--- src/sv/lcg_pkg.sv ---
package lcg_pkg;

    localparam int MAX_SUBSET   = 16;
    localparam int ELEMENT_BITS = 8;
    localparam int IDX_W        = $clog2(MAX_SUBSET);
    localparam int SET_W        = 8;
    localparam int SUBSET_W     = 5;
    localparam int CFG_IDX_W    = 2;

    typedef enum logic [1:0] {
        STATUS_OK        = 2'd0,
        STATUS_EXHAUSTED = 2'd1,
        STATUS_BADCFG    = 2'd2
    } status_t;

    typedef enum logic [CFG_IDX_W-1:0] {
        CFG_SET_SIZE    = 2'd0,
        CFG_SUBSET_SIZE = 2'd1,
        CFG_WITH_REP    = 2'd2
    } cfg_idx_t;

    typedef enum logic [2:0] {
        S_IDLE,
        S_SCAN,
        S_FILL,
        S_EMIT,
        S_REPORT
    } state_t;

    typedef struct packed {
        logic    first_init;
        logic    scan_init;
        logic    scan_step;
        logic    pivot_init;
        logic    fill_step;
        logic    emit_init;
        logic    emit_step;
        logic    emit_status;
        status_t status;
    } dp_cmd_t;

    typedef struct packed {
        logic bad_cfg;
        logic cfg_write;
        logic scan_hit;
        logic at_first;
        logic at_last;
        logic out_free;
    } dp_stat_t;

endpackage

--- src/sv/lcg_datapath.sv ---
module lcg_datapath
(
    input  logic                              clk,
    input  logic                              rst_n,
    input  logic                              cfg_we,
    input  logic [lcg_pkg::CFG_IDX_W-1:0]     cfg_index,
    input  logic [lcg_pkg::SET_W-1:0]         cfg_data,
    input  lcg_pkg::dp_cmd_t                  cmd,
    output lcg_pkg::dp_stat_t                 stat,
    input  logic                              out_stall,
    output logic                              out_valid,
    output logic [lcg_pkg::ELEMENT_BITS-1:0]  element,
    output logic [lcg_pkg::IDX_W-1:0]         position,
    output logic                              last_element,
    output logic [1:0]                        status
);

    logic [lcg_pkg::SET_W-1:0]        set_size_reg;
    logic [lcg_pkg::SUBSET_W-1:0]     subset_size_reg;
    logic                             with_rep_reg;

    logic [lcg_pkg::ELEMENT_BITS-1:0] comb_mem [lcg_pkg::MAX_SUBSET];

    logic [lcg_pkg::SUBSET_W-1:0]     cnt_reg, cnt_next;
    logic [lcg_pkg::ELEMENT_BITS-1:0] fill_reg, fill_next;

    logic                             out_valid_reg;
    logic [lcg_pkg::ELEMENT_BITS-1:0] element_reg;
    logic [lcg_pkg::IDX_W-1:0]        position_reg;
    logic                             last_reg;
    lcg_pkg::status_t                 status_reg;

    logic [lcg_pkg::ELEMENT_BITS-1:0] rd_data;
    logic [lcg_pkg::SET_W:0]          limit;
    logic                             at_last;

    always_ff @(posedge clk or negedge rst_n)
    begin
        if (!rst_n)
        begin
            set_size_reg    <= lcg_pkg::SET_W'(1);
            subset_size_reg <= lcg_pkg::SUBSET_W'(1);
            with_rep_reg    <= 1'b0;
        end
        else if (cfg_we)
        begin
            unique case (cfg_index)
                lcg_pkg::CFG_SET_SIZE:    set_size_reg    <= cfg_data;
                lcg_pkg::CFG_SUBSET_SIZE: subset_size_reg <= cfg_data[lcg_pkg::SUBSET_W-1:0];
                lcg_pkg::CFG_WITH_REP:    with_rep_reg    <= cfg_data[0];
                default:                  ;
            endcase
        end
    end

    assign rd_data = comb_mem[cnt_reg[lcg_pkg::IDX_W-1:0]];
    assign at_last = (cnt_reg == subset_size_reg - 1'b1);

    // Bound below which the scanned entry can still grow: n with repetition, else n shifted by distance to end
    assign limit = with_rep_reg ? {1'b0, set_size_reg}
                 : {1'b0, set_size_reg} - (lcg_pkg::SET_W+1)'(subset_size_reg)
                   + (lcg_pkg::SET_W+1)'(cnt_reg) + 1'b1;

    always_comb
    begin
        stat.bad_cfg   = (subset_size_reg == '0)
                      || ((lcg_pkg::SET_W)'(subset_size_reg) > set_size_reg)
                      || (int'(subset_size_reg) > lcg_pkg::MAX_SUBSET);
        stat.cfg_write = cfg_we && ((cfg_index == lcg_pkg::CFG_SET_SIZE)
                      || (cfg_index == lcg_pkg::CFG_SUBSET_SIZE)
                      || (cfg_index == lcg_pkg::CFG_WITH_REP));
        stat.scan_hit  = ((lcg_pkg::SET_W+1)'(rd_data) < limit);
        stat.at_first  = (cnt_reg == '0);
        stat.at_last   = at_last;
        stat.out_free  = !out_valid_reg || !out_stall;
    end

    always_comb
    begin
        priority if (cmd.first_init || cmd.emit_init)
            cnt_next = '0;
        else if (cmd.scan_init)
            cnt_next = subset_size_reg - 1'b1;
        else if (cmd.scan_step)
            cnt_next = cnt_reg - 1'b1;
        else if (cmd.fill_step || cmd.emit_step)
            cnt_next = cnt_reg + 1'b1;
        else
            cnt_next = cnt_reg;

        priority if (cmd.first_init)
            fill_next = lcg_pkg::ELEMENT_BITS'(1);
        else if (cmd.pivot_init)
            fill_next = rd_data + 1'b1;
        else if (cmd.fill_step && !with_rep_reg)
            fill_next = fill_reg + 1'b1;
        else
            fill_next = fill_reg;
    end

    always_ff @(posedge clk)
    begin
        cnt_reg  <= cnt_next;
        fill_reg <= fill_next;
        if (cmd.fill_step)
            comb_mem[cnt_reg[lcg_pkg::IDX_W-1:0]] <= fill_reg;
    end

    always_ff @(posedge clk or negedge rst_n)
    begin
        if (!rst_n)
            out_valid_reg <= 1'b0;
        else if (cmd.emit_step || cmd.emit_status)
            out_valid_reg <= 1'b1;
        else if (!out_stall)
            out_valid_reg <= 1'b0;
    end

    always_ff @(posedge clk)
    begin
        if (cmd.emit_step)
        begin
            element_reg  <= rd_data;
            position_reg <= cnt_reg[lcg_pkg::IDX_W-1:0];
            last_reg     <= at_last;
            status_reg   <= lcg_pkg::STATUS_OK;
        end
        else if (cmd.emit_status)
        begin
            element_reg  <= '0;
            position_reg <= '0;
            last_reg     <= 1'b1;
            status_reg   <= cmd.status;
        end
    end

    assign out_valid    = out_valid_reg;
    assign element      = element_reg;
    assign position     = position_reg;
    assign last_element = last_reg;
    assign status       = status_reg;

    a_status_single: assert property (@(posedge clk) disable iff (!rst_n)
        (out_valid_reg && status_reg != lcg_pkg::STATUS_OK) |-> (last_reg && element_reg == '0))
        else $error("status result not a single zero element");

    a_emit_free: assert property (@(posedge clk) disable iff (!rst_n)
        (cmd.emit_step || cmd.emit_status) |-> stat.out_free)
        else $error("result loaded over one still pending");

endmodule

--- src/sv/lcg_ctrl.sv ---
module lcg_ctrl
(
    input  logic               clk,
    input  logic               rst_n,
    input  logic               in_valid,
    output logic               in_stall,
    input  logic               restart,
    input  lcg_pkg::dp_stat_t  stat,
    output lcg_pkg::dp_cmd_t   cmd
);

    lcg_pkg::state_t  state_reg, state_next;
    logic             started_reg, started_next;
    logic             exhausted_reg, exhausted_next;
    lcg_pkg::status_t report_reg, report_next;
    logic             accept;

    assign in_stall = (state_reg != lcg_pkg::S_IDLE);
    assign accept   = in_valid && !in_stall;

    always_ff @(posedge clk or negedge rst_n)
    begin
        if (!rst_n)
        begin
            state_reg     <= lcg_pkg::S_IDLE;
            started_reg   <= 1'b0;
            exhausted_reg <= 1'b0;
            report_reg    <= lcg_pkg::STATUS_OK;
        end
        else
        begin
            state_reg     <= state_next;
            started_reg   <= started_next;
            exhausted_reg <= exhausted_next;
            report_reg    <= report_next;
        end
    end

    always_comb
    begin
        state_next     = state_reg;
        started_next   = started_reg;
        exhausted_next = exhausted_reg;
        report_next    = report_reg;
        cmd            = '0;
        cmd.status     = report_reg;

        unique case (state_reg)
            lcg_pkg::S_IDLE:
            begin
                if (accept)
                begin
                    priority if (stat.bad_cfg)
                    begin
                        report_next = lcg_pkg::STATUS_BADCFG;
                        state_next  = lcg_pkg::S_REPORT;
                    end
                    else if (restart || !started_reg)
                    begin
                        cmd.first_init = 1'b1;
                        started_next   = 1'b1;
                        exhausted_next = 1'b0;
                        state_next     = lcg_pkg::S_FILL;
                    end
                    else if (exhausted_reg)
                    begin
                        report_next = lcg_pkg::STATUS_EXHAUSTED;
                        state_next  = lcg_pkg::S_REPORT;
                    end
                    else
                    begin
                        cmd.scan_init = 1'b1;
                        state_next    = lcg_pkg::S_SCAN;
                    end
                end
            end
            lcg_pkg::S_SCAN:
            begin
                priority if (stat.scan_hit)
                begin
                    cmd.pivot_init = 1'b1;
                    state_next     = lcg_pkg::S_FILL;
                end
                else if (stat.at_first)
                begin
                    exhausted_next = 1'b1;
                    report_next    = lcg_pkg::STATUS_EXHAUSTED;
                    state_next     = lcg_pkg::S_REPORT;
                end
                else
                    cmd.scan_step = 1'b1;
            end
            lcg_pkg::S_FILL:
            begin
                // write pivot and refill the tail, then rewind for output
                cmd.fill_step = 1'b1;
                if (stat.at_last)
                begin
                    cmd.emit_init = 1'b1;
                    state_next    = lcg_pkg::S_EMIT;
                end
            end
            lcg_pkg::S_EMIT:
            begin
                if (stat.out_free)
                begin
                    cmd.emit_step = 1'b1;
                    if (stat.at_last)
                        state_next = lcg_pkg::S_IDLE;
                end
            end
            lcg_pkg::S_REPORT:
            begin
                if (stat.out_free)
                begin
                    cmd.emit_status = 1'b1;
                    state_next      = lcg_pkg::S_IDLE;
                end
            end
            default:
                state_next = lcg_pkg::S_IDLE;
        endcase

        // register writes drop the sequence position
        if (stat.cfg_write)
        begin
            started_next   = 1'b0;
            exhausted_next = 1'b0;
        end
    end

    a_exh_started: assert property (@(posedge clk) disable iff (!rst_n)
        exhausted_reg |-> started_reg)
        else $error("exhausted without a started sequence");

    a_badcfg_report: assert property (@(posedge clk) disable iff (!rst_n)
        (accept && stat.bad_cfg) |=>
            (state_reg == lcg_pkg::S_REPORT && report_reg == lcg_pkg::STATUS_BADCFG))
        else $error("bad configuration not reported");

    a_scan_end: assert property (@(posedge clk) disable iff (!rst_n)
        (state_reg == lcg_pkg::S_SCAN && !stat.scan_hit && stat.at_first && !stat.cfg_write)
            |=> (exhausted_reg && state_reg == lcg_pkg::S_REPORT))
        else $error("failed scan did not mark exhaustion");

endmodule

--- src/sv/lex_combination_generator.sv ---
// Lexicographic k-combination generator over {1..n}, with or without repetition.
// Configuration: write set_size (index 0), subset_size (1), with_repetition (2)
// through cfg_we/cfg_index/cfg_data while idle; any valid write restarts the
// sequence at the first combination.
// Requests arrive on in_valid/in_stall with one bit, restart. Results leave on
// out_valid/out_stall: one per element (element, position, last_element set on
// the final one), or a single result with status exhausted or bad configuration.
// Sequencing (k = subset size, p = pivot position):
//   restart: fill all k entries, then one result per cycle while the output is free.
//   advance: scan from entry k-1 down to the pivot p, refill entries p..k-1, send k results.
//   status only: one status result, after a full scan when the scan runs off the front.
// The single-port combination store, one entry per cycle, forces this order.
// One request is worked at a time; the next is taken as soon as the last
// result is registered, while that result still waits on the output.
// A stalled output freezes result generation with the payload held.
// Reset: n = 1, k = 1, no repetition, not started, output empty.
module lex_combination_generator
(
    input  logic                              clk,
    input  logic                              rst_n,
    input  logic                              cfg_we,
    input  logic [lcg_pkg::CFG_IDX_W-1:0]     cfg_index,
    input  logic [lcg_pkg::SET_W-1:0]         cfg_data,
    input  logic                              in_valid,
    output logic                              in_stall,
    input  logic                              restart,
    output logic                              out_valid,
    input  logic                              out_stall,
    output logic [lcg_pkg::ELEMENT_BITS-1:0]  element,
    output logic [lcg_pkg::IDX_W-1:0]         position,
    output logic                              last_element,
    output logic [1:0]                        status
);

    lcg_pkg::dp_cmd_t  cmd;
    lcg_pkg::dp_stat_t stat;

    lcg_ctrl u_ctrl
    (
        .clk      (clk),
        .rst_n    (rst_n),
        .in_valid (in_valid),
        .in_stall (in_stall),
        .restart  (restart),
        .stat     (stat),
        .cmd      (cmd)
    );

    lcg_datapath u_datapath
    (
        .clk          (clk),
        .rst_n        (rst_n),
        .cfg_we       (cfg_we),
        .cfg_index    (cfg_index),
        .cfg_data     (cfg_data),
        .cmd          (cmd),
        .stat         (stat),
        .out_stall    (out_stall),
        .out_valid    (out_valid),
        .element      (element),
        .position     (position),
        .last_element (last_element),
        .status       (status)
    );

endmodule

--- config.mk ---
export PLATFORM = sky130hd
export DESIGN_NAME = lex_combination_generator
export DESIGN_NICKNAME = d
export VERILOG_FILES = /design/src/sv/lcg_pkg.sv /design/src/sv/lcg_datapath.sv /design/src/sv/lcg_ctrl.sv /design/src/sv/lex_combination_generator.sv
export SDC_FILE = /design/constraint.sdc
export NUM_CORES = 1
export LEC_CHECK = 0
export BUFFER_PORTS_ARGS = -buffer_cell sky130_fd_sc_hd__buf_2
export CORE_ASPECT_RATIO = 0.5
export CORE_MARGIN = 10
export CORE_UTILIZATION = 55
export DETAILED_ROUTE_END_ITERATION = 8
export GPL_ROUTABILITY_DRIVEN = 1
export PLACE_DENSITY = 0.77
export SYNTH_ARGS = -nofsm -noshare
export SYNTH_HDL_FRONTEND = slang
export SYNTH_SLANG_ARGS = --single-unit
--- constraint.sdc ---
create_clock -name clk -period 5.8 [get_ports clk]
set_input_delay 1.16 -clock clk [delete_from_list [all_inputs] [get_ports clk]]
set_output_delay 1.16 -clock clk [all_outputs]
set_load 0.05 [all_outputs]
==> results of run 1 <==
[routing by layer]
layer | part of all wire, % | track usage (%) | vias up
li1 | - | - | 2387
met4 | 2.4 | 6.61 | 0
met5 | 0 | 0 | -
met2 | 46 | 26.1 | 204
met3 | 7.7 | 5.53 | 34
met1 | 44 | 23.1 | 2610
[synthesized netlist by cell type (4+ instances only)]
cell	instances
buf_2	7
nor2_1	54
a21oi_1	27
nor2b_1	4
nand2b_1	8
nand3_1	12
clkbuf_1	8
nor3_1	10
dfrtp_1	20
dfxtp_1	19
a21o_1	7
a211oi_1	6
o21a_1	5
mux4_2	32
nand4_1	4
edfxtp_1	141
o22ai_1	8
nand2_1	39
o21ai_0	27
mux2i_1	12
and2_1	4
a22oi_1	8
mux2_2	8
inv_1	35
fa_1	6
xnor2_1	22
ha_1	29
[area by class of cell]
type,instances,share of cell area (%)
sequential,182,54.5
clock buffer,17,4.49
timing repair buffer,40,2.46
clock inverter,15,2.10
tap,198,2.61
multi-input combinational,375,32.4
inverter,35,1.39
[cells in the final DEF (no fill, tap or decap), types with 3 or more instances in the layout]
master	count
xnor2_1	22
xor2_1	3
o22ai_1	8
nand2_1	39
nor2_1	54
and3_1	3
edfxtp_1	141
inv_1	35
inv_8	4
nand2b_1	8
nand3b_1	3
fa_1	6
dfrtp_1	20
buf_4	7
nor2b_1	4
buf_2	32
a31oi_1	3
mux4_2	32
o21a_1	5
dfxtp_1	18
and2_1	4
a211oi_1	6
a21oi_1	27
clkinv_8	4
a22oi_1	8
nand3_1	12
mux2_2	8
ha_1	29
o21ai_0	27
nor3_1	10
clkbuf_16	17
a21o_1	7
nand4_1	4
mux2i_1	12
[how the worst max path moves through the flow]
| stage | from | end | slack, ns | depth (start not counted) |
|---|---|---|---|---|
| CTS | u_datapath.cnt_reg[0] | u_datapath.fill_reg[6] | 0.38 | 24 |
| global route | u_datapath.cnt_reg[0] | u_datapath.cnt_reg[4] | 0.02 | 25 |
| finish | u_datapath.cnt_reg[0] | u_datapath.cnt_reg[4] | 0.54 | 25 |
| floorplan | u_datapath.cnt_reg[0] | u_datapath.cnt_reg[4] | 1.08 | 26 |
| global placement | u_datapath.cnt_reg[0] | u_datapath.cnt_reg[4] | 0.69 | 25 |
| detailed placement | u_datapath.cnt_reg[2] | u_datapath.fill_reg[6] | 0.50 | 24 |
[timing repair]
item | CTS | global route
endpoints found under the hold margin | 0 | 0
setup endpoints to repair | 0 | 2
buffers inserted | 0 | 2
gates resized for setup | 0 | 1
[cell families after synthesis]
| kind of cell | Yosys count |
|---|---|
| xor+xnor | 25 |
| fa+ha+maj | 35 |
| buf+inv | 54 |
| simple gates | 151 |
| flops | 182 |
| compound gates | 111 |
| mux | 53 |
[power by group through the flow]
| stage | registers, mW | clock network [mW] | logic [mW] |
|---|---|---|---|
| 3_3_place_gp | 2.22 | 0 | 2.35 |
| 4_1_cts | 2.22 | 1.19 | 2.43 |
| 5_1_grt | 2.27 | 1.25 | 2.69 |
| 6_report | 2.23 | 1.19 | 2.45 |
| 2_1_floorplan | 2.22 | 0 | 1.77 |
| 3_5_place_dp | 2.25 | 0 | 2.40 |
==> impl_metrics.yaml, run 1 <==
outcome:
  status: "finished, final reports clean"
sta:
  hold_viol_final: 0
  tightest_slew_ns: 0.975
  timing.final.crit_period_ns: 5.26
  setup_tns_ns: 0
  fmax_mhz: 190
  fin_skew_ns: 0.0102
  rsz0062_at_grt: "false"
  hold_slack_ns: 0.497
  setup_slack_ns: 0.539
  drv_slew: 0
  min_period_over_period_pct: 90.7
  finalSetupViolations: 0
  max_slew_margin_pct: 34.8
synthesis:
  synthArstFlopShare_pct: 12.1
  synth.distinct_cells: 60
  synth.area.mux_share_pct: 11.1
  syn_avg_cell_area_um2: 13.9
  synth_top_cell_by_area: "edfxtp_1"
  syn-cell-area_mm2: 0.00847
  synth_top_family_by_area: "multiplexers"
  syn_nets: 662
  yosysWarnings: 0
  synthSimpleGateAreaFrac_pct: 8.28
  ys_seq_area_share_pct: 61.0
  synth-edff-count: 141
  yosysTopAreaCellShare_pct: 50.0
  synth_compound_area_share_pct: 8.58
  synth-xor-area-share_pct: 2.58
  syn_inst: 611
  ys_ff_latch: 182
  synthTopCellsByArea: "edfxtp_1, mux4_2, dfrtp_1"
  synth_ff_type: "edfxtp_1"
  synth_fa_ha_area_share_pct: 5.70
clocking:
  clk_path_buf_depth: 2
  cts.sink_count: 182
  clk_pin_slew_worst_paths_ns: 0.07
  root_buffer: "clkbuf_16"
  cts_tree: "built"
  h-tree-depth: 4
  cts_buffers: 17
  insertion_delay_ns: 0.44
  cts_hold_buf: 0
cells_and_area:
  regArea_mm2: 0.00517
  nNetsFinal: 702
  largest_reg_flops: 128
  fill_cells: 1009
  antenna_cells: 0
  drive_above_1_share_pct: 18.4
  multi_input_area_mm2: 0.00307
  design_area_mm2: 0.00948
  final_util_pct: 64.1
  syn2layout_area_growth_pct: 11.9
  instances_no_fill: 862
detailed_routing:
  viasPerCell: 6.07
  final_antenna_net_count: 0
  vias: 5235
  wl_per_cell_um: 20.9
  drt-total-wl_um: 18000
  drc: 0
  first_pass_iters: 5
  drt_iter0_markers: 521
floorplanning:
  fp.dieH_um: 108
  row_count: 31
  die-width_um: 196
  dieArea_mm2: 0.0211
  coreArea_mm2: 0.0148
  ios: 33
  initial_core_util_pct: 57.3
min_path:
  hold_class: "reg -> reg"
  hp-start: "u_ctrl.report_reg[1]"
  min_path_cells: 1
  hold_end: "u_ctrl.report_reg[1]"
setup_path:
  slowest_delay_ns: 0.59
  reg2reg_depth: 25
  worst_setup_path_start_kind: "register"
  worst-path-buf-inv: 3
  end_kind: "register"
  r2r-start: "u_datapath.cnt_reg[0]"
  r2r_slack_ns: 0.54
  rr_endpoint: "u_datapath.cnt_reg[4]"
  required_ns: 6.13
  timing_worst_setup_path_type: "reg -> reg"
  cp_slowest_cell: "fa_1"
  cp.arrival_ns: 5.59
  path_max_fanout: 11
  cp_top_family: "compound AO/OA/AOI/OAI gates"
placed_design:
  place_area_mm2: 0.00884
  gp_congestion: 0.935
  place_ws_ns: 0.502
  hpwl_um: 12600
  place_inst: 828
  port_buffers: 32
global_routing:
  grt.total_usage_pct: 17.4
  grt_max_degree: 23
  grt_pass1_vias: 5180
  grt_first_pass_wirelength_um: 28700
  grt_remaining_overflow: 0
  antenna_found_initial: 0
pwr:
  powerDensity_mw_per_mm2: 619
  power_switching_mw: 2.42
  power_mw: 5.87
  p_clk_share_pct: 20.3
  p_leak_nw: 3.48
  power_frac_seq_pct: 37.9
  intPower_mw: 3.45
  sw_frac_of_total_pct: 41.2
  ir_drop_v: 0.000364
  combPwrFrac_pct: 41.8
run:
  max-cap-violations: 0
Note: power is estimated with default switching activity, not from simulation.
==> run 2, diff against run 1 <==
Clock period 5.8 ns to 5.3 ns, I/O delays scaled along.
==> impl_metrics.yaml, run 2 (synthesis gave the netlist of run 1 again) <==
placed_design:
  gp_congestion: 0.929
  port_buffers: 32
  hpwl_um: 12600
  place_inst: 831
sta:
  timing.final.crit_period_ns: 4.86
  hold_viol_final: 0
  finalSetupViolations: 0
  max_slew_margin_pct: 42.4
  tightest_slew_ns: 0.861
  setup_tns_ns: 0
  fin_skew_ns: 0.0125
  hold_slack_ns: 0.490
  fmax_mhz: 206
  rsz0062_at_grt: "false"
  min_period_over_period_pct: 91.7
  drv_slew: 0
cells_and_area:
  regArea_mm2: 0.00517
  fill_cells: 1041
  drive_above_1_share_pct: 19.1
  instances_no_fill: 863
  layout_commonest_cell: "edfxtp_1"
  largest_reg_flops: 128
  antenna_cells: 0
  multi_input_area_mm2: 0.00309
  syn2layout_area_growth_pct: 11.6
  nNetsFinal: 703
  final_cell_mix: "edfxtp_1, nor2_1, nand2_1, inv_1"
setup_path:
  cp.arrival_ns: 5.18
  reg2reg_depth: 25
  r2r_slack_ns: 0.44
  cp-startpoint: "u_datapath.cnt_reg[3]"
  worst_setup_path_start_kind: "register"
  r2r-start: "u_datapath.cnt_reg[3]"
  required_ns: 5.62
  end_kind: "register"
  rr_endpoint: "u_datapath.cnt_reg[4]"
  path_max_fanout: 5
  timing_worst_setup_path_type: "reg -> reg"
floorplanning:
  dieArea_mm2: 0.0211
  fp.dieH_um: 108
  initial_core_util_pct: 57.3
  die-width_um: 196
  ios: 33
  row_count: 31
  coreArea_mm2: 0.0148
detailed_routing:
  final_antenna_net_count: 0
  vias: 5300
  wl_per_cell_um: 20.9
  first_pass_iters: 5
  drc: 0
  viasPerCell: 6.14
  drt_iter0_markers: 582
  drt-total-wl_um: 18100
clocking:
  clk_pin_slew_worst_paths_ns: 0.07
  postCtsSetupBuffers: 0
  cts_buffers: 17
  clk_path_buf_depth: 2
  postCtsResizedCells: 0
  cts_hold_buf: 0
  root_buffer: "clkbuf_16"
  h-tree-depth: 4
  insertion_delay_ns: 0.43
  cts_tree: "built"
  cts.sink_count: 182
global_routing:
  grt.total_usage_pct: 17.6
  antenna_found_initial: 0
  grt_first_pass_wirelength_um: 29000
  grt_pass1_vias: 5270
  grt_remaining_overflow: 0
  grt_max_degree: 31
min_path:
  hold_end: "u_ctrl.report_reg[1]"
  hold_class: "reg -> reg"
  hp-start: "u_ctrl.report_reg[1]"
  min_path_cells: 1
pwr:
  powerDensity_mw_per_mm2: 677
  p_leak_nw: 3.47
  ir_drop_v: 0.000329
outcome:
  status: "finished, final reports clean"
run:
  max-cap-violations: 0
[run 2: final cells by class]
class / instances / area share (%)
repair buffers: 41 / 2.67
inverters: 35 / 1.39
well taps: 198 / 2.62
clock inverters: 14 / 1.48
flip-flops and latches: 182 / 54.7
clock buffers: 18 / 4.54
multi-input cells: 375 / 32.7
[run 2: routing by layer]
layer / track usage, % / vias up / share of wire (%)
li1: - / 2404 / -
met1: 22.9 / 2601 / 42
met2: 28.2 / 255 / 48
met3: 3.89 / 40 / 8.3
met4: 6.93 / 0 / 2.2
met5: 0 / - / 0
[run 2: where the power goes]
group | internal [mW] | total (mW) | switching [mW]
Clock | 0.662 | 1.21 | 0.553
Sequential | 2.04 | 2.40 | 0.365
Combinational | 1.10 | 2.78 | 1.68
[run 2: stage by stage]
| step | instance area (µm²) | util (%) | power, mW | setup WS [ns] |
|---|---|---|---|---|
| after CTS | 9440 | 63.9 | 6.36 | 0.275 |
| after global placement | 8870 | 60.0 | 5.05 | 0.479 |
| after floorplan | 8470 | - | 4.37 | 0.583 |
| after global routing | 9460 | 64.0 | 6.78 | 0.0279 |
| final | 9460 | 64.0 | 6.40 | 0.442 |
| after detailed placement | 8870 | 60.0 | 5.14 | 0.336 |
[run 2: how the worst max path moves through the flow]
stage / endpoint / slack (ns) / cells after the start
2_1_floorplan: u_datapath.cnt_reg[4] / 0.58 / 26
3_3_place_gp: u_datapath.cnt_reg[4] / 0.48 / 25
3_5_place_dp: u_datapath.cnt_reg[4] / 0.34 / 25
4_1_cts: u_datapath.cnt_reg[4] / 0.27 / 25
5_1_grt: u_datapath.cnt_reg[4] / 0.03 / 25
6_report: u_datapath.cnt_reg[4] / 0.44 / 25
[run 2: critical path, cell delays in order, from the launching register on]
cell and delay, ns:
dfxtp_1 0.40, inv_1 0.18, fa_1 0.56, inv_1 0.04, ha_1 0.35, o21ai_0 0.18
nor2_1 0.08, o21ai_0 0.15, nand2b_1 0.09, xnor2_1 0.13, nor2_1 0.05, a21oi_1 0.15
ha_1 0.27, a21o_1 0.18, a21oi_1 0.12, o21ai_0 0.09, o22a_2 0.25, nand2_1 0.11
inv_1 0.11, fa_1 0.42, a21o_1 0.21, a21oi_2 0.19, nor2_1 0.08, a31oi_1 0.14
nor2_1 0.06, o21a_1 0.19
